File: config.mk
export PLATFORM = sky130hd
export DESIGN_NAME = ascii_decimal_field_parser_flat
export DESIGN_NICKNAME = d
export VERILOG_FILES = /design/src/rtl/adfp_pkg.sv /design/src/rtl/adfp_if.sv /design/src/rtl/ascii_decimal_field_parser.sv /design/src/flat_wrapper.sv
export VERILOG_INCLUDE_DIRS = /design/src /design/src/rtl
export SDC_FILE = /design/constraint.sdc
export NUM_CORES = 1
export LEC_CHECK = 0
export ABC_AREA = 1
export BUFFER_PORTS_ARGS = -buffer_cell sky130_fd_sc_hd__clkbuf_2
export CAP_MARGIN = 30
export CORE_ASPECT_RATIO = 2
export CORE_UTILIZATION = 25
export CTS_BUF_LIST = sky130_fd_sc_hd__clkbuf_2 sky130_fd_sc_hd__clkbuf_4 sky130_fd_sc_hd__clkbuf_8
export CTS_CLUSTER_DIAMETER = 150
export DETAILED_ROUTE_END_ITERATION = 8
export SETUP_SLACK_MARGIN = 0.2
export SLEW_MARGIN = 20
export SYNTH_ARGS = -nofsm -noshare
export SYNTH_HDL_FRONTEND = slang
export SYNTH_SLANG_ARGS = --single-unit
File: constraint.sdc
create_clock -name i_clk -period 6.25 [get_ports i_clk]
set_clock_uncertainty 0.15 [all_clocks]
set_input_delay 0.625 -clock i_clk [delete_from_list [all_inputs] [get_ports i_clk]]
set_output_delay 0.625 -clock i_clk [all_outputs]
set_load 0.1 [all_outputs]
File: src/rtl/ascii_decimal_field_parser_defines.svh
// assertion macros for the ascii decimal field parser
`ifndef ASCII_DECIMAL_FIELD_PARSER_DEFINES_SVH
`define ASCII_DECIMAL_FIELD_PARSER_DEFINES_SVH

// property checked on every clock edge outside reset
`define ADFP_ASSERT(lbl, prop, msg) \
    lbl: assert property (@(posedge i_clk) disable iff (!i_rst_n) (prop)) else $error(msg);

// condition in the cycle after the trigger
`define ADFP_ASSERT_NEXT(lbl, trig, cons, msg) \
    lbl: assert property (@(posedge i_clk) disable iff (!i_rst_n) (trig) |=> (cons)) \
        else $error(msg);

`endif

File: src/rtl/adfp_pkg.sv
// types, constants and helpers shared by the ascii decimal field parser
`timescale 1ns / 1ps

package adfp_pkg;

    typedef logic [7:0]  t_char;
    typedef logic [31:0] t_whole;
    typedef logic [16:0] t_frac;
    typedef logic [15:0] t_quot;
    typedef logic [2:0]  t_fcount;
    typedef logic [1:0]  t_cfg_idx;
    typedef logic [7:0]  t_cfg_data;

    typedef enum logic [1:0] {
        S_IDLE,
        S_STEP,
        S_DIV,
        S_EMIT
    } t_state;

    localparam t_cfg_idx CFG_TERM = 2'd0;
    localparam t_cfg_idx CFG_MAX  = 2'd1;
    localparam t_cfg_idx CFG_MODE = 2'd2;

    localparam t_char CHAR_MINUS = 8'h2D;
    localparam t_char CHAR_POINT = 8'h2E;
    localparam t_char CHAR_ZERO  = 8'h30;
    localparam t_char CHAR_NINE  = 8'h39;

    localparam t_fcount    FRAC_DIGITS = 3'd5;
    localparam logic [3:0] DIV_LAST    = 4'd15;

    localparam t_char TERM_RESET = 8'd0;
    localparam t_char MAX_RESET  = 8'd255;

    function automatic t_frac pow10(input t_fcount n);
        t_frac r;
        case (n)
            3'd0: r = 17'd1;
            3'd1: r = 17'd10;
            3'd2: r = 17'd100;
            3'd3: r = 17'd1000;
            3'd4: r = 17'd10000;
            default: r = 17'd100000;
        endcase
        return r;
    endfunction

endpackage

File: src/rtl/adfp_if.sv
// character input and result output channels
`timescale 1ns / 1ps

interface adfp_char_if;
    logic           valid;
    logic           ready;
    adfp_pkg::t_char char_code;

    modport source (output valid, output char_code, input ready);
    modport sink   (input valid, input char_code, output ready);
endinterface

interface adfp_res_if;
    logic             valid;
    logic             ready;
    logic             is_negative;
    adfp_pkg::t_whole whole_value;
    adfp_pkg::t_quot  fraction_q16;
    logic             by_terminator;

    modport source (output valid, output is_negative, output whole_value,
                    output fraction_q16, output by_terminator, input ready);
    modport sink   (input valid, input is_negative, input whole_value,
                    input fraction_q16, input by_terminator, output ready);
endinterface

File: src/rtl/ascii_decimal_field_parser.sv
// A character is accepted in S_IDLE and decoded in S_STEP in the cycle after its transfer.
// A closing character gives a result through S_EMIT in integer mode and through S_DIV and
// S_EMIT in decimal mode, where a shared 33-bit adder runs a 16-step restoring division.
// A new character is taken only in S_IDLE, after the previous one is decoded; after a closing
// character, only once its result is loaded, later while the previous result waits at the output.
// Reset clears the field and output valid; registers go to terminator 0, max 255, decimal.
`timescale 1ns / 1ps

`include "ascii_decimal_field_parser_defines.svh"

module ascii_decimal_field_parser (
    input  logic                i_clk,
    input  logic                i_rst_n,
    adfp_char_if.sink           i_char,
    adfp_res_if.source          o_res,
    input  logic                i_cfg_we,
    input  adfp_pkg::t_cfg_idx  i_cfg_idx,
    input  adfp_pkg::t_cfg_data i_cfg_wdata
);

    adfp_pkg::t_state  r_state;
    adfp_pkg::t_state  n_state;

    adfp_pkg::t_char   r_term;
    adfp_pkg::t_char   r_max;
    logic              r_mode;

    adfp_pkg::t_char   r_char;
    adfp_pkg::t_whole  r_whole_acc;
    adfp_pkg::t_frac   r_frac_acc;
    adfp_pkg::t_fcount r_frac_count;
    logic              r_in_fraction;
    logic              r_negative_seen;
    logic [7:0]        r_char_index;
    logic              r_by_term;
    adfp_pkg::t_quot   r_quot;
    logic [3:0]        r_div_cnt;

    logic              r_out_valid;
    logic              r_out_neg;
    adfp_pkg::t_whole  r_out_whole;
    adfp_pkg::t_quot   r_out_frac;
    logic              r_out_term;

    // shared adder
    logic [31:0]       u_a;
    logic [31:0]       u_b;
    logic              u_sub;
    logic [3:0]        u_cin;
    logic [32:0]       w_sum;

    logic              w_is_term;
    logic              w_is_digit;
    logic [3:0]        w_digit;
    logic [7:0]        w_idx_next;
    logic              w_end;
    logic              w_frac_take;
    logic              w_whole_take;
    logic [17:0]       w_rem2;
    logic              w_out_free;
    logic              w_load_out;

    assign w_sum = {1'b0, u_a} + {1'b0, (u_sub ? ~u_b : u_b)} + 33'(u_cin);

    assign i_char.ready = (r_state == adfp_pkg::S_IDLE);
    assign w_out_free   = !r_out_valid || o_res.ready;
    assign w_load_out   = (r_state == adfp_pkg::S_EMIT) && w_out_free;

    assign o_res.valid         = r_out_valid;
    assign o_res.is_negative   = r_out_neg;
    assign o_res.whole_value   = r_out_whole;
    assign o_res.fraction_q16  = r_out_frac;
    assign o_res.by_terminator = r_out_term;

    always_comb begin
        w_is_term    = (r_char == r_term);
        w_is_digit   = r_char inside {[adfp_pkg::CHAR_ZERO:adfp_pkg::CHAR_NINE]};
        w_digit      = w_is_digit ? 4'(r_char - adfp_pkg::CHAR_ZERO) : 4'd0;
        w_idx_next   = r_char_index + 8'd1;
        w_end        = w_is_term || (w_idx_next >= r_max) || (w_idx_next == 8'd0);
        w_frac_take  = !r_mode && r_in_fraction && w_is_digit
                       && (r_frac_count < adfp_pkg::FRAC_DIGITS);
        w_whole_take = w_is_digit && (r_mode || !r_in_fraction);
        w_rem2       = {r_frac_acc, 1'b0};
    end

    // next state
    always_comb begin
        n_state = r_state;
        case (r_state)
            adfp_pkg::S_IDLE: begin
                if (i_char.valid) begin
                    n_state = adfp_pkg::S_STEP;
                end
            end
            adfp_pkg::S_STEP: begin
                if (w_end) begin
                    n_state = r_mode ? adfp_pkg::S_EMIT : adfp_pkg::S_DIV;
                end else begin
                    n_state = adfp_pkg::S_IDLE;
                end
            end
            adfp_pkg::S_DIV: begin
                if (r_div_cnt == adfp_pkg::DIV_LAST) begin
                    n_state = adfp_pkg::S_EMIT;
                end
            end
            adfp_pkg::S_EMIT: begin
                if (w_out_free) begin
                    n_state = adfp_pkg::S_IDLE;
                end
            end
            default: n_state = adfp_pkg::S_IDLE;
        endcase
    end

    // adder operand selection
    always_comb begin
        u_a   = '0;
        u_b   = '0;
        u_sub = 1'b0;
        u_cin = '0;
        case (r_state)
            adfp_pkg::S_DIV: begin
                u_a   = 32'(w_rem2);
                u_b   = 32'(adfp_pkg::pow10(r_frac_count));
                u_sub = 1'b1;
                u_cin = 4'd1;
            end
            adfp_pkg::S_STEP: begin
                // acc * 10 + digit as (acc << 3) + (acc << 1) + digit
                if (w_frac_take) begin
                    u_a = {12'd0, r_frac_acc, 3'd0};
                    u_b = {14'd0, r_frac_acc, 1'b0};
                end else begin
                    u_a = {r_whole_acc[28:0], 3'd0};
                    u_b = {r_whole_acc[30:0], 1'b0};
                end
                u_cin = w_digit;
            end
            default: begin
                u_a = '0;
            end
        endcase
    end

    always_ff @(posedge i_clk) begin
        if (!i_rst_n) begin
            r_state         <= adfp_pkg::S_IDLE;
            r_term          <= adfp_pkg::TERM_RESET;
            r_max           <= adfp_pkg::MAX_RESET;
            r_mode          <= 1'b0;
            r_whole_acc     <= '0;
            r_frac_acc      <= '0;
            r_frac_count    <= '0;
            r_in_fraction   <= 1'b0;
            r_negative_seen <= 1'b0;
            r_char_index    <= '0;
            r_div_cnt       <= '0;
            r_out_valid     <= 1'b0;
        end else begin
            r_state <= n_state;

            if (i_cfg_we) begin
                case (i_cfg_idx)
                    adfp_pkg::CFG_TERM: r_term <= i_cfg_wdata;
                    adfp_pkg::CFG_MAX:  r_max  <= i_cfg_wdata;
                    adfp_pkg::CFG_MODE: r_mode <= i_cfg_wdata[0];
                    default: ;
                endcase
            end

            case (r_state)
                adfp_pkg::S_STEP: begin
                    if (!w_is_term) begin
                        r_char_index <= w_idx_next;
                        if (w_whole_take) begin
                            r_whole_acc <= r_mode ? {16'd0, w_sum[15:0]} : w_sum[31:0];
                        end
                        if (w_frac_take) begin
                            r_frac_acc   <= w_sum[16:0];
                            r_frac_count <= r_frac_count + 3'd1;
                        end
                        if (!r_mode && r_char == adfp_pkg::CHAR_POINT) begin
                            r_in_fraction <= 1'b1;
                        end
                        if (!r_mode && r_char == adfp_pkg::CHAR_MINUS
                            && r_char_index == 8'd0) begin
                            r_negative_seen <= 1'b1;
                        end
                    end
                end
                adfp_pkg::S_DIV: begin
                    r_frac_acc <= w_sum[32] ? w_sum[16:0] : w_rem2[16:0];
                    r_div_cnt  <= r_div_cnt + 4'd1;
                end
                adfp_pkg::S_EMIT: begin
                    if (w_out_free) begin
                        r_whole_acc     <= '0;
                        r_frac_acc      <= '0;
                        r_frac_count    <= '0;
                        r_in_fraction   <= 1'b0;
                        r_negative_seen <= 1'b0;
                        r_char_index    <= '0;
                        r_div_cnt       <= '0;
                    end
                end
                default: ;
            endcase

            if (w_load_out) begin
                r_out_valid <= 1'b1;
            end else if (o_res.ready) begin
                r_out_valid <= 1'b0;
            end
        end
    end

    // payload registers
    always_ff @(posedge i_clk) begin
        if (r_state == adfp_pkg::S_IDLE && i_char.valid) begin
            r_char <= i_char.char_code;
        end
        if (r_state == adfp_pkg::S_STEP) begin
            r_by_term <= w_is_term;
        end
        if (r_state == adfp_pkg::S_DIV) begin
            r_quot <= {r_quot[14:0], w_sum[32]};
        end
        if (w_load_out) begin
            r_out_neg   <= r_mode ? 1'b0 : r_negative_seen;
            r_out_whole <= r_mode ? {16'd0, r_whole_acc[15:0]} : r_whole_acc;
            r_out_frac  <= r_mode ? 16'd0 : r_quot;
            r_out_term  <= r_by_term;
        end
    end

    `ADFP_ASSERT(a_div_rem_bound,
        (r_state == adfp_pkg::S_DIV) |-> (r_frac_acc < adfp_pkg::pow10(r_frac_count)),
        "remainder not below divisor")
    `ADFP_ASSERT(a_frac_count_max, r_frac_count <= adfp_pkg::FRAC_DIGITS,
        "too many fraction digits kept")
    `ADFP_ASSERT(a_div_cnt_idle, (r_state != adfp_pkg::S_DIV) |-> (r_div_cnt == 4'd0),
        "division count left over")
    `ADFP_ASSERT_NEXT(a_accept_to_step, i_char.valid && i_char.ready,
        r_state == adfp_pkg::S_STEP, "transfer not decoded")
    `ADFP_ASSERT(a_load_from_emit,
        $rose(r_out_valid) |-> ($past(r_state) == adfp_pkg::S_EMIT),
        "result loaded outside emit")

endmodule
File: src/flat_wrapper.sv
// flat-port wrapper written by rule: the top's interface ports become plain ports
module ascii_decimal_field_parser_flat 
  (i_clk, i_rst_n, i_cfg_we, i_cfg_idx, i_cfg_wdata, i_char_valid, i_char_char_code, i_char_ready, o_res_valid, o_res_is_negative, o_res_whole_value, o_res_fraction_q16, o_res_by_terminator, o_res_ready);
  adfp_char_if i_char_i ();
  adfp_res_if o_res_i ();
  input  logic i_clk;
  input  logic i_rst_n;
  input  logic i_cfg_we;
  input  adfp_pkg::t_cfg_idx i_cfg_idx;
  input  adfp_pkg::t_cfg_data i_cfg_wdata;
  input wire logic [$bits(i_char_i.valid)-1:0] i_char_valid;
  input wire logic [$bits(i_char_i.char_code)-1:0] i_char_char_code;
  output wire logic [$bits(i_char_i.ready)-1:0] i_char_ready;
  output wire logic [$bits(o_res_i.valid)-1:0] o_res_valid;
  output wire logic [$bits(o_res_i.is_negative)-1:0] o_res_is_negative;
  output wire logic [$bits(o_res_i.whole_value)-1:0] o_res_whole_value;
  output wire logic [$bits(o_res_i.fraction_q16)-1:0] o_res_fraction_q16;
  output wire logic [$bits(o_res_i.by_terminator)-1:0] o_res_by_terminator;
  input wire logic [$bits(o_res_i.ready)-1:0] o_res_ready;
  assign i_char_i.valid = i_char_valid;
  assign i_char_i.char_code = i_char_char_code;
  assign i_char_ready = i_char_i.ready;
  assign o_res_valid = o_res_i.valid;
  assign o_res_is_negative = o_res_i.is_negative;
  assign o_res_whole_value = o_res_i.whole_value;
  assign o_res_fraction_q16 = o_res_i.fraction_q16;
  assign o_res_by_terminator = o_res_i.by_terminator;
  assign o_res_i.ready = o_res_ready;
  ascii_decimal_field_parser u_core (.i_clk(i_clk), .i_rst_n(i_rst_n), .i_char(i_char_i), .o_res(o_res_i), .i_cfg_we(i_cfg_we), .i_cfg_idx(i_cfg_idx), .i_cfg_wdata(i_cfg_wdata));
endmodule
==> summary.md <==
| Metric | Value |
|---|---|
| Synth cell types | 47 |
| H-Tree Depth | 4 |
| Setup crit start kind | flip-flop |
| Main area contributors after synthesis | edfxtp_1, dfxtp_1, nand2_1 |
| Worst slew margin | 31.46% |
| Hold path startpoint | i_char_char_code[5] |
| Die width | 144.9 um |
| Critical path peak fanout | 24 |
| Core ar. | 40210 um^2 |
| Avg Vias per Cell | 4.748 |
| Slowest library cell on the worst path | nor3_1 |
| Synth Flop Type | dfxtp_1 |
| Io pins | 75 |
| Diode count | 0 |
| Share of cells above drive strength 1 | 10.91% |
| CP cell instances | nor2_2, nand3_2, nor2_4, nand2_2, inv_1, nor3_1, xor2_1, ha_1, ha_1, nand2_1, nor3_1, nand2_1, nor2_1, nor2_1, nand3b_1, nand3_1, a21oi_1 |
| GRT Overall Usage | 15.74% |
| Worst reg2reg path startpoint | u_core.r_char[7]$_DFFE_PP_ |
| Postcts setup bufs | 0 |
| FF-to-FF path depth | 17 |
| Worst EP arrival | 5.84 ns |
| Mapped Avg Cell Area | 7.628 um^2 |
| YS warnings | 0 |
| Clock root buffer | clkbuf_8 |
| Initial Util | 25.40% |
| Clk sinks | 161 |
| Critical Path Sink Type | flip-flop |
| Most area-hungry cell type in the Yosys netlist | edfxtp_1 |
| Final Max Tran Viols | 0 |
| Total power | 3687 uW |
| IO buf count | 74 |
| Highest Clock Rate | 178.9 MHz |
| Synthesized area | 10210 um^2 |
| Max_cap viols | 0 |
| Standard-cell rows | 104 |
| Post-CTS sizing | 0 |
| First-pass GRT wire length | 49.37 mm |
| Hold Vio Cnt, Final | 0 |
| Final Setup Violations | 0 |
| #FFs+latches synth | 161 |
| Hold Path Stages | 1 |
| Routed via count | 9216 |
| Design Area, Final | 11500 um^2 |
| CTS tree | built |
| Clk pin slew, worst setup/hold paths | 0.10 ns |
| Worst Tran Pin Value | 1.020 ns |
| Vias in the first global route | 8983 |
| Post-layout min period | 5.590 ns |
| Maximum buffer depth of the clock tree | 2 |
| Nets | 1505 |
| CP required | 6.50 ns |
| Drt total wl | 33.06 mm |
| Outcome | completed |
| Top-area cell type share of the netlist area | 22.05% |
| CTS buffer count | 17 |
| DRC errors left | 0 |
| Placer Congestion | 1.001 |
| P_leak | 0.005324 uW |
| EDFF count, synth | 75 |
| Final worst path period share | 89.44% |
| Starting DRT DRC Count | 524 |
| Max VDD drop | 0.1521 mV |
| Later-pin clock latency in the skew report | 0.48 ns |
| TritonRoute pass-1 iters | 5 |
| Post-detailed-route wirelength per cell | 17.03 um |
| Gr ovfl total | 0 |
| Total die area | 41720 um^2 |
| Sequential fraction of the synthesis area | 38.91% |
| Final ANT Viol Nets | 0 |
| Initial antenna violation count | 0 |
| Hold Crit Class | in2reg |
| PwrDens | 320.5 nW/um^2 |
| Cts hold-fix bufs | 0 |
| Layout area overhead | 12.62% |
| Gate Count Post-Synth | 1339 |
| Die Ht | 287.8 um |
| RSZ-0062 raised after global routing | false |
| Post-DP HPWL | 25.26 mm |
| Dpl cell area | 11100 um^2 |
| Total Neg Setup Slack | 0 ns |
| Crit-path max cell delay | 0.84 ns |
| Util after Layout | 28.61% |
| R2R Path End | u_core.r_whole_acc[31]$_SDFFE_PN0P_ |
| R2R Setup Slk | 0.66 ns |
| Pin count of the biggest net entering global routing | 59 |
| Post-Syn Nets | 1446 |
| Ys async rst share | 0% |
| Hold Path End | u_core.r_char[5]$_DFFE_PP_ |
| Setup CP Type | reg2reg |
-- flip-flops by register name, summed over array words and instances (netlist names), 3 cells and up, named ones only --
register / count
u_core.o_res.fraction_q16: 16
u_core.o_res.whole_value: 32
u_core.r_char: 8
u_core.r_char_index: 8
u_core.r_div_cnt: 4
u_core.r_frac_acc: 17
u_core.r_frac_count: 3
u_core.r_max: 8
u_core.r_quot: 16
u_core.r_term: 8
u_core.r_whole_acc: 32
-- cell type report --
class,count,area (um^2)
Clock buffer,17,234.0
Sequential cell,161,3974
Timing Repair Buffer,80,427.9
Inverter,202,758.2
Fill cell,4308,28710
Clock inverter,15,170.2
Tap cell,530,663.1
Multi-Input combinational cell,936,5275
-- worst max-delay path by stage --
stage	from	endpoint	cells after the start
2_1_floorplan	u_core.r_state[0]$_SDFFE_PN0P_	u_core.r_frac_acc[15]$_SDFFE_PN0P_	21
5_1_grt	u_core.r_char[7]$_DFFE_PP_	u_core.r_whole_acc[31]$_SDFFE_PN0P_	18
4_1_cts	u_core.r_char[7]$_DFFE_PP_	u_core.r_whole_acc[31]$_SDFFE_PN0P_	17
6_report	u_core.r_char[7]$_DFFE_PP_	u_core.r_whole_acc[31]$_SDFFE_PN0P_	17
3_3_place_gp	u_core.r_char[7]$_DFFE_PP_	u_core.r_whole_acc[31]$_SDFFE_PN0P_	18
3_5_place_dp	u_core.r_char[7]$_DFFE_PP_	u_core.r_whole_acc[31]$_SDFFE_PN0P_	18
-- critical path, delay by kind of cell (launching register included) --
family                   cells  cell delay (ns)
flip-flops                   1             0.43
buffers and inverters        1             0.72
XOR/XNOR                     1             0.20
AND/OR/NAND/NOR             12             3.01
AO/OA/AOI/OAI                1             0.14
adder cells (fa/ha/maj)      2             0.83
-- synthesized netlist by cell type, types with 3 or more instances --
library cell / number
a21oi_1: 118
a21oi_2: 5
a22oi_1: 5
buf_2: 11
buf_4: 6
buf_6: 3
clkbuf_1: 19
dfxtp_1: 86
edfxtp_1: 75
fa_1: 4
ha_1: 80
inv_1: 191
inv_2: 10
nand2_1: 294
nand2_2: 7
nand3_1: 70
nand3_2: 5
nand3b_1: 10
nand4_1: 11
nor2_1: 122
nor2_2: 3
nor3_1: 26
nor4_1: 4
o211ai_1: 14
o21ai_0: 69
o21bai_1: 13
o22ai_1: 4
o31ai_1: 3
xnor2_1: 6
xor2_1: 41
-- kinds of logic (layout without fill, tap and decap cells) --
family / Yosys count / after routing / synth area share, %
compound gates: 245 / 245 / 13.49
xor+xnor: 47 / 47 / 4.030
fa+ha+maj: 84 / 84 / 10.58
buf+inv: 242 / 314 / 9.469
flops: 161 / 161 / 38.91
simple gates: 560 / 560 / 23.52
-- where the power goes --
part | switching, uW | internal (uW) | leakage [uW]
logic | 1130 | 371 | 0.00374
registers | 97.7 | 1270 | 0.00139
clock network | 449 | 366 | 0.000195
-- stage by stage --
step           std cells  hold slack, ns  worst slack, ns
2_1_floorplan       1339          0.2503            1.902
3_3_place_gp        1908          0.2805            1.120
3_5_place_dp        1909          0.2861            1.039
4_1_cts             1941          0.1571            1.008
5_1_grt             1941          0.1551           0.3254
6_report            1941          0.1788           0.6600
-- cell usage in the layout, fill, tap and decap left out, types with 41 or more instances in the layout --
master / n
a21oi_1: 118
clkbuf_2: 74
dfxtp_1: 86
edfxtp_1: 75
ha_1: 79
inv_1: 190
nand2_1: 294
nand3_1: 70
nor2_1: 122
o21ai_0: 69
xor2_1: 41
-- routing by layer --
metal	up-vias	global-route usage [%]	share of wire [%]
met5	-	0	0
met4	0	13.22	8.4
met3	120	1.664	2.7
met2	251	31.05	55
met1	4327	14.23	34
li1	4518	-	-
Note: power is estimated with default switching activity, not from simulation.
